[src/stxenc_pkg.sv]
// shared types and constants for the stx/etx/dle frame encoder
package stxenc_pkg;

  localparam int FieldBytes = 18;
  localparam int IdxW = $clog2(FieldBytes + 3);
  localparam int ByteIdxW = $clog2(FieldBytes);

  // token order inside one frame: start, field bytes, end, check
  localparam logic [IdxW-1:0] TokStart = IdxW'(0);
  localparam logic [IdxW-1:0] TokEnd = IdxW'(FieldBytes + 1);
  localparam logic [IdxW-1:0] TokCheck = IdxW'(FieldBytes + 2);

  localparam int QueueDepth = 4;
  localparam int PtrW = $clog2(QueueDepth);
  localparam int CountW = $clog2(QueueDepth + 1);

  localparam logic [1:0] RegStart = 2'd0;
  localparam logic [1:0] RegEnd = 2'd1;
  localparam logic [1:0] RegEscape = 2'd2;

  localparam logic [7:0] StartReset = 8'h02;
  localparam logic [7:0] EndReset = 8'h03;
  localparam logic [7:0] EscapeReset = 8'h10;

  typedef struct packed {
    logic [7:0] start_code;
    logic [7:0] end_code;
    logic [7:0] escape_code;
  } codes_t;

  typedef struct packed {
    logic [7:0] value;
    logic       esc;
    logic       last;
  } tok_t;

endpackage

[src/stx_etx_dle_frame_encoder_top.sv]
// top level of the stx/etx/dle frame encoder
// after a packet request is accepted, its first token is written into the queue, then loaded into the output register
// throughput: one byte per cycle at the output while out_ready is high, through the
// single-byte output register; a frame is 21 to 39 bytes
// the front takes the next packet in the same cycle it pushes its 21st token, while bytes drain
// reset: synchronous; clears queue, handshakes and restores codes 0x02, 0x03, 0x10
module stx_etx_dle_frame_encoder_top import stxenc_pkg::*; (
  input  logic        clk,
  input  logic        rst,
  input  logic        cfg_we,
  input  logic [1:0]  cfg_index,
  input  logic [7:0]  cfg_data,
  input  logic        in_valid,
  output logic        in_ready,
  input  logic [31:0] packet_id,
  input  logic [31:0] client_id,
  input  logic [15:0] op_code,
  input  logic [15:0] pin_number,
  input  logic [15:0] pin_mode,
  input  logic [31:0] payload_word,
  output logic        out_valid,
  input  logic        out_ready,
  output logic [7:0]  out_byte,
  output logic        last_byte
);

  codes_t codes;
  logic   push;
  tok_t   push_tok;
  logic   q_full;
  logic   pop;
  logic   not_empty;
  tok_t   head;

  always_ff @(posedge clk) begin
    if (rst) begin
      codes.start_code <= StartReset;
      codes.end_code <= EndReset;
      codes.escape_code <= EscapeReset;
    end else if (cfg_we) begin
      case (cfg_index)
        RegStart: codes.start_code <= cfg_data;
        RegEnd: codes.end_code <= cfg_data;
        RegEscape: codes.escape_code <= cfg_data;
        default: ;
      endcase
    end
  end

  stxenc_front u_front (
    .clk          (clk),
    .rst          (rst),
    .codes        (codes),
    .in_valid     (in_valid),
    .in_ready     (in_ready),
    .packet_id    (packet_id),
    .client_id    (client_id),
    .op_code      (op_code),
    .pin_number   (pin_number),
    .pin_mode     (pin_mode),
    .payload_word (payload_word),
    .push         (push),
    .push_tok     (push_tok),
    .q_full       (q_full)
  );

  stxenc_queue u_queue (
    .clk       (clk),
    .rst       (rst),
    .push      (push),
    .push_tok  (push_tok),
    .full      (q_full),
    .pop       (pop),
    .not_empty (not_empty),
    .head      (head)
  );

  stxenc_back u_back (
    .clk       (clk),
    .rst       (rst),
    .codes     (codes),
    .not_empty (not_empty),
    .head      (head),
    .pop       (pop),
    .out_valid (out_valid),
    .out_ready (out_ready),
    .out_byte  (out_byte),
    .last_byte (last_byte)
  );

endmodule

[src/stxenc_front.sv]
// front end: holds one packet and walks it into frame tokens with escape marks
module stxenc_front import stxenc_pkg::*; (
  input  logic        clk,
  input  logic        rst,
  input  codes_t      codes,
  input  logic        in_valid,
  output logic        in_ready,
  input  logic [31:0] packet_id,
  input  logic [31:0] client_id,
  input  logic [15:0] op_code,
  input  logic [15:0] pin_number,
  input  logic [15:0] pin_mode,
  input  logic [31:0] payload_word,
  output logic        push,
  output tok_t        push_tok,
  input  logic        q_full
);

  logic                busy;
  logic [IdxW-1:0]     idx;
  logic [7:0]          pkt [FieldBytes];
  logic [7:0]          check;
  logic [ByteIdxW-1:0] data_idx;
  logic [7:0]          data_byte;
  logic [FieldBytes*8-1:0] flat;
  logic                done;
  logic                accept;

  assign flat = {payload_word, pin_mode, pin_number, op_code, client_id, packet_id};

  assign push = busy && !q_full;
  assign done = push && (idx == TokCheck);
  assign in_ready = !busy || done;
  assign accept = in_valid && in_ready;

  assign data_idx = ByteIdxW'(idx - IdxW'(1));
  assign data_byte = pkt[data_idx];

  always_comb begin
    push_tok = '0;
    case (idx)
      TokStart: begin
        push_tok.value = codes.start_code;
      end
      TokEnd: begin
        push_tok.value = codes.end_code;
      end
      TokCheck: begin
        push_tok.value = check;
        push_tok.last = 1'b1;
      end
      default: begin
        push_tok.value = data_byte;
        push_tok.esc = (data_byte == codes.start_code) || (data_byte == codes.end_code) ||
                       (data_byte == codes.escape_code);
      end
    endcase
  end

  always_ff @(posedge clk) begin
    if (rst) begin
      busy <= 1'b0;
      idx <= TokStart;
    end else if (accept) begin
      busy <= 1'b1;
      idx <= TokStart;
    end else if (push) begin
      if (done) begin
        busy <= 1'b0;
      end
      idx <= idx + IdxW'(1);
    end
  end

  always_ff @(posedge clk) begin
    if (accept) begin
      for (int i = 0; i < FieldBytes; i++) begin
        pkt[i] <= flat[i*8 +: 8];
      end
      check <= {pin_number[3:0], pin_mode[3:0]};
    end
  end

endmodule

[src/stxenc_queue.sv]
// small token queue between front and back
module stxenc_queue import stxenc_pkg::*; (
  input  logic clk,
  input  logic rst,
  input  logic push,
  input  tok_t push_tok,
  output logic full,
  input  logic pop,
  output logic not_empty,
  output tok_t head
);

  tok_t              mem [QueueDepth];
  logic [PtrW-1:0]   wr_ptr;
  logic [PtrW-1:0]   rd_ptr;
  logic [CountW-1:0] count;

  assign full = (count == CountW'(QueueDepth));
  assign not_empty = (count != '0);
  assign head = mem[rd_ptr];

  always_ff @(posedge clk) begin
    if (rst) begin
      wr_ptr <= '0;
      rd_ptr <= '0;
      count <= '0;
    end else begin
      if (push) begin
        wr_ptr <= wr_ptr + PtrW'(1);
      end
      if (pop) begin
        rd_ptr <= rd_ptr + PtrW'(1);
      end
      if (push && !pop) begin
        count <= count + CountW'(1);
      end else if (pop && !push) begin
        count <= count - CountW'(1);
      end
    end
  end

  always_ff @(posedge clk) begin
    if (push) begin
      mem[wr_ptr] <= push_tok;
    end
  end

endmodule

[src/stxenc_back.sv]
// back end: expands tokens into bytes, inserting escapes, into the output register
module stxenc_back import stxenc_pkg::*; (
  input  logic       clk,
  input  logic       rst,
  input  codes_t     codes,
  input  logic       not_empty,
  input  tok_t       head,
  output logic       pop,
  output logic       out_valid,
  input  logic       out_ready,
  output logic [7:0] out_byte,
  output logic       last_byte
);

  logic esc_sent;
  logic load;
  logic send_esc;

  assign load = not_empty && (!out_valid || out_ready);
  // an escaped token becomes two bytes: escape first, then the byte itself
  assign send_esc = head.esc && !esc_sent;
  assign pop = load && !send_esc;

  always_ff @(posedge clk) begin
    if (rst) begin
      out_valid <= 1'b0;
      esc_sent <= 1'b0;
    end else begin
      if (load) begin
        out_valid <= 1'b1;
        esc_sent <= send_esc;
      end else if (out_ready) begin
        out_valid <= 1'b0;
      end
    end
  end

  always_ff @(posedge clk) begin
    if (load) begin
      out_byte <= send_esc ? codes.escape_code : head.value;
      last_byte <= send_esc ? 1'b0 : head.last;
    end
  end

endmodule
[config.mk]
export PLATFORM = sky130hd
export DESIGN_NAME = stx_etx_dle_frame_encoder_top
export DESIGN_NICKNAME = d
export VERILOG_FILES = /design/src/stxenc_pkg.sv /design/src/stx_etx_dle_frame_encoder_top.sv /design/src/stxenc_front.sv /design/src/stxenc_queue.sv /design/src/stxenc_back.sv
export SDC_FILE = /design/constraint.sdc
export NUM_CORES = 1
export LEC_CHECK = 0
export BUFFER_PORTS_ARGS = -buffer_cell sky130_fd_sc_hd__buf_2
export CORE_MARGIN = 3
export CORE_UTILIZATION = 30
export DETAILED_ROUTE_END_ITERATION = 10
export PLACE_DENSITY_LB_ADDON = 0.08
export SLEW_MARGIN = 10
export SYNTH_ARGS = -nofsm -noshare
export SYNTH_HDL_FRONTEND = slang
export SYNTH_SLANG_ARGS = --single-unit
[constraint.sdc]
create_clock -name clk -period 19.65 [get_ports clk]
set_clock_uncertainty 0.2 [all_clocks]
set_input_delay 2.9475 -clock clk [delete_from_list [all_inputs] [get_ports clk]]
set_output_delay 2.9475 -clock clk [all_outputs]
set_load 0.01 [all_outputs]
==> impl_metrics.json, run 1 <==
{
  "tritoncts_clock_tree": "done",
  "mappedNetlistArea_um2": 9800,
  "hold_violations": 0,
  "ys_top_cells_by_area": "sky130_fd_sc_hd__edfxtp_1 59%, sky130_fd_sc_hd__mux4_2 9.7%, sky130_fd_sc_hd__dfxtp_1 8.4%",
  "initial_antenna_violation_count": 1,
  "power_leakage_nw": 4.37,
  "portBuffers": 169,
  "synthesis.nets": 779,
  "ys_async_sr_fraction_pct": 0,
  "postCtsSetupRepairBufs": 0,
  "status": "finished, final reports clean",
  "cts_inserted_buffers": 27,
  "worst_ep_required_time_ps": 16500,
  "initial_utilization_pct": 30.7,
  "hold_path_depth": 2,
  "synth-seq-cells": 234,
  "ctsRootBufferMaster": "sky130_fd_sc_hd__clkbuf_16",
  "max-slew-margin-rel_pct": 30.2,
  "post_synth.cell_area_avg_um2": 16.0,
  "min_period_ps": 5570,
  "cts.sinks": 234,
  "yosysTopAreaCellShare_pct": 59.2,
  "globalRouteOverflowTotal": 0,
  "cts_hold_repair.buffers": 0,
  "synth_compound_gate_area_share_pct": 6.93,
  "synth_fa_ha_area_share_pct": 1.10,
  "globalplace.congestion": 0.836,
  "synth_enable_flop_cells": 193,
  "detailroute.via_count": 5936,
  "global_route.usage.total_pct": 14.4,
  "design.final.nets": 951,
  "cts-resized-gates": 0,
  "syn_to_layout_area_delta_pct": 22.1,
  "fp.dieArea_um2": 34900,
  "route.detailed.wl_per_inst_um": 20.4,
  "worstPathArrival_ps": 2430,
  "routed_wl_um": 25300,
  "die_h_um": 187,
  "synth_top_family_by_area": "multiplexers",
  "number_of_buffers_on_the_longest_clock_path": 3,
  "worst_max_slew_pin_slew_ps": 1050,
  "via_per_inst": 4.78,
  "post_synth_mux_area_share_pct": 13.7,
  "crit_path_start_kind": "flop",
  "synthesis.yosys.warnings": 0,
  "setup_viol": 0,
  "layout-drive-gt1-share_pct": 36.4,
  "worst_setup_path_end_kind": "output pin",
  "first_global_vias": 6501,
  "synthDominantAreaCellType": "sky130_fd_sc_hd__edfxtp_1",
  "fillerInstances": 3098,
  "pin_count": 170,
  "dr.first_iter.drc_count": 348,
  "fp.dieW_um": 187,
  "holdCritPathClass": "flop to flop",
  "clk_latency_ps": 540,
  "vdd_drop_max_v": 0.0000517,
  "synth.yosys.seq_area_share_pct": 67.5,
  "slew_viol_final": 0,
  "hold_slack_ps": 277,
  "finalCoreUtilization_pct": 37.5,
  "place.detailed.hpwl_um": 18000,
  "final_antenna_net_count": 0,
  "synth_xor_xnor_area_share_pct": 1.61,
  "timing.final.crit_share_pct": 28.4,
  "fp.coreArea_um2": 31900,
  "detail_route.first_pass.iterations": 5,
  "powerDensity_nw_per_um2": 110,
  "ctsHtreeMaxLevel": 1,
  "simple_gate_portion_of_the_synthesized_area_pct": 6.97,
  "critical_path_class": "flop to output pin",
  "yosys.cell_types.count": 58,
  "final.setup.tns_ps": 0,
  "reg2regPathDepth": 9,
  "path_clk_slew_ps": 60,
  "grt_first_pass_wirelength_um": 38800,
  "worstPathMaxFanout": 47,
  "power_mw": 1.32,
  "postSynth.topFlopCell": "sky130_fd_sc_hd__edfxtp_1",
  "max_clk_rate_mhz": 179,
  "number_of_max_cap_violations": 0,
  "syn_inst": 612,
  "placement_rows": 65,
  "drc_errors": 0,
  "grt_start_max_net_pins": 83,
  "rsz0062_at_grt": "no"
}
==> registers in the layout (all words and copies together) (netlist names), named ones only <==
signal	flops
u_back.esc_sent	1
u_queue.count	3
u_queue.rd_ptr	2
u_front.pkt	137
u_front.busy	1
u_front.idx	5
u_front.check	7
codes	24
u_back.out_byte	8
u_back.last_byte	1
u_queue.wr_ptr	2
u_queue.mem	40
u_back.out_valid	1
==> cell usage in the layout (no fill, tap or decap), types with 8 or more instances in the layout <==
cell type	instances
sky130_fd_sc_hd__edfxtp_1	193
sky130_fd_sc_hd__buf_2	169
sky130_fd_sc_hd__nor2_1	50
sky130_fd_sc_hd__mux4_2	42
sky130_fd_sc_hd__dfxtp_1	40
sky130_fd_sc_hd__nand2_1	32
sky130_fd_sc_hd__clkbuf_16	27
sky130_fd_sc_hd__mux2i_1	24
sky130_fd_sc_hd__o21ai_0	21
sky130_fd_sc_hd__mux2_2	14
sky130_fd_sc_hd__inv_1	11
sky130_fd_sc_hd__and3_1	10
sky130_fd_sc_hd__xor2_1	9
sky130_fd_sc_hd__clkinv_2	9
sky130_fd_sc_hd__a222oi_1	8
sky130_fd_sc_hd__a211o_1	8
sky130_fd_sc_hd__buf_4	8
==> where the power goes <==
group / leakage [nW] / internal, mW / switching, mW
registers: 2.16 / 0.592 / 0.0280
logic: 1.80 / 0.101 / 0.118
clock network: 0.412 / 0.277 / 0.200
total: 4.37 / 0.970 / 0.347
==> logic make-up (layout without fill, tap and decap cells) <==
family / count (synthesis) / count (layout)
AND/OR/NAND/NOR: 138 / 138
AO/OA/AOI/OAI: 89 / 89
multiplexers: 80 / 80
buffers and inverters: 45 / 238
adder cells (fa/ha/maj): 8 / 8
flip-flops: 234 / 234
XOR/XNOR: 18 / 18
other: 0 / 1
==> Yosys cell counts (all sizes together), types with 2 or more instances <==
library cell,count
nand2,33
or3,8
clkbuf,15
o211ai,2
buf,19
a2111oi,3
nand3b,2
a211oi,7
xnor2,8
nor2,50
a211o,8
nor3b,3
a41o,2
inv,11
mux4,42
o211a,3
nor3,7
mux2i,24
a41oi,7
a21boi,2
o21a,2
nand4,4
a222oi,8
o21ai,28
and4,4
and2,4
nand3,2
a21oi,8
edfxtp,193
dfxtp,41
nor2b,5
mux2,14
xor2,10
and3,10
ha,7
a2111o,2
a32o,2
==> area by class of cell <==
type	instances	area, um2	share of cell area [%]
antenna	1	2.50	0.0209
clock buffer	29	683	5.71
clock inverter	21	163	1.36
inverter	11	41.3	0.345
multi-input combinational	333	3000	25.1
sequential	234	6620	55.4
tap	435	544	4.55
timing repair buffer	177	906	7.57
==> stage by stage <==
| stage | cell area [um2] | worst slack [ps] | std cells |
|---|---|---|---|
| 2_1_floorplan | 9800 | 8730 | 612 |
| 3_3_place_gp | 11100 | 14250 | 1190 |
| 3_5_place_dp | 11100 | 14180 | 1190 |
| 4_1_cts | 12000 | 13940 | 1240 |
| 5_1_grt | 12000 | 13790 | 1241 |
| 6_report | 12000 | 14080 | 1241 |
==> worst paths after layout <==
| check | startpoint | slack, ps | end |
|---|---|---|---|
| setup / recovery | u_front.idx[0] | 14080 | in_ready |
| hold / removal | u_back.out_valid | 280 | u_back.out_valid |
| setup reg to reg | u_front.idx[0] | 14930 | u_queue.mem[1][1] |
| hold reg to reg | u_back.out_valid | 280 | u_back.out_valid |
==> routing by layer <==
metal  up-vias  global-route usage [%]  routed length [um]
met5         -                       0                   0
met2       206                    23.8               12000
met3        45                    2.84                1450
met1      2923                    19.2               11100
li1       2762                       -                   -
met4         0                    4.33                 713
==> worst max-delay path: stages, from the launching register on <==
cell and delay [ps]:
sky130_fd_sc_hd__dfxtp_4 910, sky130_fd_sc_hd__inv_1 110, sky130_fd_sc_hd__ha_2 250, sky130_fd_sc_hd__inv_1 110, sky130_fd_sc_hd__nor3_1 80, sky130_fd_sc_hd__nand2_1 160, sky130_fd_sc_hd__nand2_1 90, sky130_fd_sc_hd__buf_2 150
Note: power is estimated with default switching activity, not from simulation.
==> inputs of run 2 (changes only) <==
==> constraint.sdc (replaced) <==
create_clock -name clk -period 5.25 [get_ports clk]
set_clock_uncertainty 0.2 [all_clocks]
set_input_delay 0.7875 -clock clk [delete_from_list [all_inputs] [get_ports clk]]
set_output_delay 0.7875 -clock clk [all_outputs]
set_load 0.01 [all_outputs]
==> impl_metrics.json, run 2 (synthesis gave the netlist of run 1 again) <==
{
  "ctsRootBufferMaster": "sky130_fd_sc_hd__clkbuf_16",
  "via_per_inst": 4.79,
  "detailroute.via_count": 5962,
  "worst_ep_required_time_ps": 5340,
  "status": "finished, final reports clean",
  "route.detailed.wl_per_inst_um": 20.2,
  "timing.final.crit_share_pct": 77.6,
  "cts.sinks": 234,
  "initial_utilization_pct": 30.7,
  "max_clk_rate_mhz": 246,
  "clk_latency_ps": 530,
  "detail_route.first_pass.iterations": 5,
  "routed_wl_um": 25100,
  "place_ws_ps": 1170,
  "setup_slack_of_the_critical_path_after_layout_ps": 1180,
  "fp.dieW_um": 187,
  "postCtsSetupRepairBufs": 0,
  "crit_path_start_kind": "flop",
  "power.combinational.fraction_pct": 17.3,
  "final.setup.tns_ps": 0,
  "first_global_vias": 6356,
  "globalplace.congestion": 0.792,
  "share_clk_of_total_power_pct": 35.5,
  "ctsHtreeMaxLevel": 1,
  "cts_inserted_buffers": 27,
  "place.detailed.hpwl_um": 18100,
  "holdCritPathClass": "input pin to flop",
  "post-route-cell-area_um2": 12000,
  "design.final.nets": 954,
  "drc_errors": 0,
  "globalRouteOverflowTotal": 0,
  "number_of_max_cap_violations": 0,
  "fp.coreArea_um2": 31900,
  "largest_registers": "u_front.pkt: 137 flops, u_queue.mem: 40 flops, codes: 24 flops",
  "largest_register_ffs": 137,
  "worstPathMaxFanout": 18,
  "critical_path_class": "flop to flop",
  "power_leakage_nw": 4.40,
  "powerDensity_nw_per_um2": 406,
  "fp.dieArea_um2": 34900,
  "sw_frac_of_total_pct": 26.5,
  "total_switching_power_mw": 1.29,
  "vdd_drop_max_v": 0.000220,
  "final_antenna_net_count": 0,
  "cell_internal_pwr_mw": 3.58,
  "top_register": "u_front.pkt",
  "hold_violations": 0,
  "min_period_ps": 4070,
  "die_h_um": 187,
  "layout_commonest_cell": "sky130_fd_sc_hd__edfxtp_1",
  "number_of_buffers_on_the_longest_clock_path": 3,
  "seq_power_share_pct": 47.2,
  "worstPathArrival_ps": 4160,
  "cts-resized-gates": 0,
  "layout-drive-gt1-share_pct": 36.7,
  "max-slew-margin-rel_pct": 22.3,
  "grt_first_pass_wirelength_um": 38200,
  "tritoncts_clock_tree": "done",
  "rsz0062_at_grt": "no",
  "dr.first_iter.drc_count": 305,
  "worst_max_slew_pin_slew_ps": 1160,
  "worst_setup_path_end_kind": "flop",
  "finalCoreUtilization_pct": 37.6,
  "initial_antenna_violation_count": 2,
  "pin_count": 170,
  "placed_area_um2": 11200,
  "grt_start_max_net_pins": 47,
  "global_route.usage.total_pct": 14.1,
  "portBuffers": 169,
  "syn_to_layout_area_delta_pct": 22.5,
  "slew_viol_final": 0,
  "cts_hold_repair.buffers": 0,
  "layout.cells.most_common_list": "193 x sky130_fd_sc_hd__edfxtp_1, 169 x sky130_fd_sc_hd__buf_2, 50 x sky130_fd_sc_hd__nor2_1",
  "placement_rows": 65,
  "path_clk_slew_ps": 60,
  "setup_viol": 0
}
==> run 2: cell types whose count changed in the layout (fill, tap and decap cells not counted), sizes merged <==
cell,previous run,this run
clkbuf,29,33
buf,177,180
clkinvlp,4,1
bufinv,2,0
clkinv,14,12
inv,12,14
diode,1,2
==> run 2: final cells by class <==
| class | instances | area [um2] |
|---|---|---|
| diodes | 2 | 5.00 |
| clock buffers | 33 | 728 |
| clock inverters | 16 | 97.6 |
| fillers | 3094 | 19900 |
| inverters | 11 | 41.3 |
| multi-input cells | 333 | 3000 |
| flip-flops and latches | 234 | 6620 |
| well taps | 435 | 544 |
| repair buffers | 180 | 966 |
==> run 2: stage by stage <==
step	hold slack [ps]	instances	total power, mW
5_1_grt	195	1244	5.13
3_5_place_dp	263	1193	3.20
2_1_floorplan	260	612	2.89
6_report	227	1244	4.87
3_3_place_gp	261	1193	3.18
4_1_cts	189	1242	4.96
==> run 2: path summary, 6_finish.rpt <==
kind,startpoint,to,slack [ps],depth (start not counted)
setup / recovery,u_front.idx[1],u_queue.mem[3][1],1180,10
hold / removal,pin_number[6],u_front.pkt[10][6],230,1
setup reg to reg,u_front.idx[1],u_queue.mem[3][1],1180,10
hold reg to reg,u_back.out_valid,u_back.out_valid,270,2
==> run 2: power by group through the flow <==
| stage | sequential [mW] | combinational (mW) | clock [mW] |
|---|---|---|---|
| after floorplan | 2.33 | 0.568 | 0 |
| after global placement | 2.34 | 0.844 | 0 |
| final | 2.30 | 0.845 | 1.73 |
| after CTS | 2.30 | 0.866 | 1.79 |
| after detailed placement | 2.34 | 0.862 | 0 |
| after global routing | 2.32 | 0.937 | 1.87 |
==> run 2: worst max-delay path, stage by stage (launching register included) <==
cell                       delay [ps]
sky130_fd_sc_hd__dfxtp_1          420
sky130_fd_sc_hd__inv_1             70
sky130_fd_sc_hd__ha_2             660
sky130_fd_sc_hd__buf_4            390
sky130_fd_sc_hd__mux4_2           530
sky130_fd_sc_hd__o21ai_0           90
sky130_fd_sc_hd__a41oi_1          230
sky130_fd_sc_hd__or3_1            430
sky130_fd_sc_hd__a211oi_1         270
sky130_fd_sc_hd__nand4b_1         140
sky130_fd_sc_hd__a31oi_1          390
==> run 2: layer usage <==
metal  GRT usage (%)  up-vias  share of wire, %
li1                -     2782                 -
met1            19.4     2931                46
met2            22.4      200                46
met3            3.16       49               5.7
met4            4.65        0               3.1
met5               0        -                 0
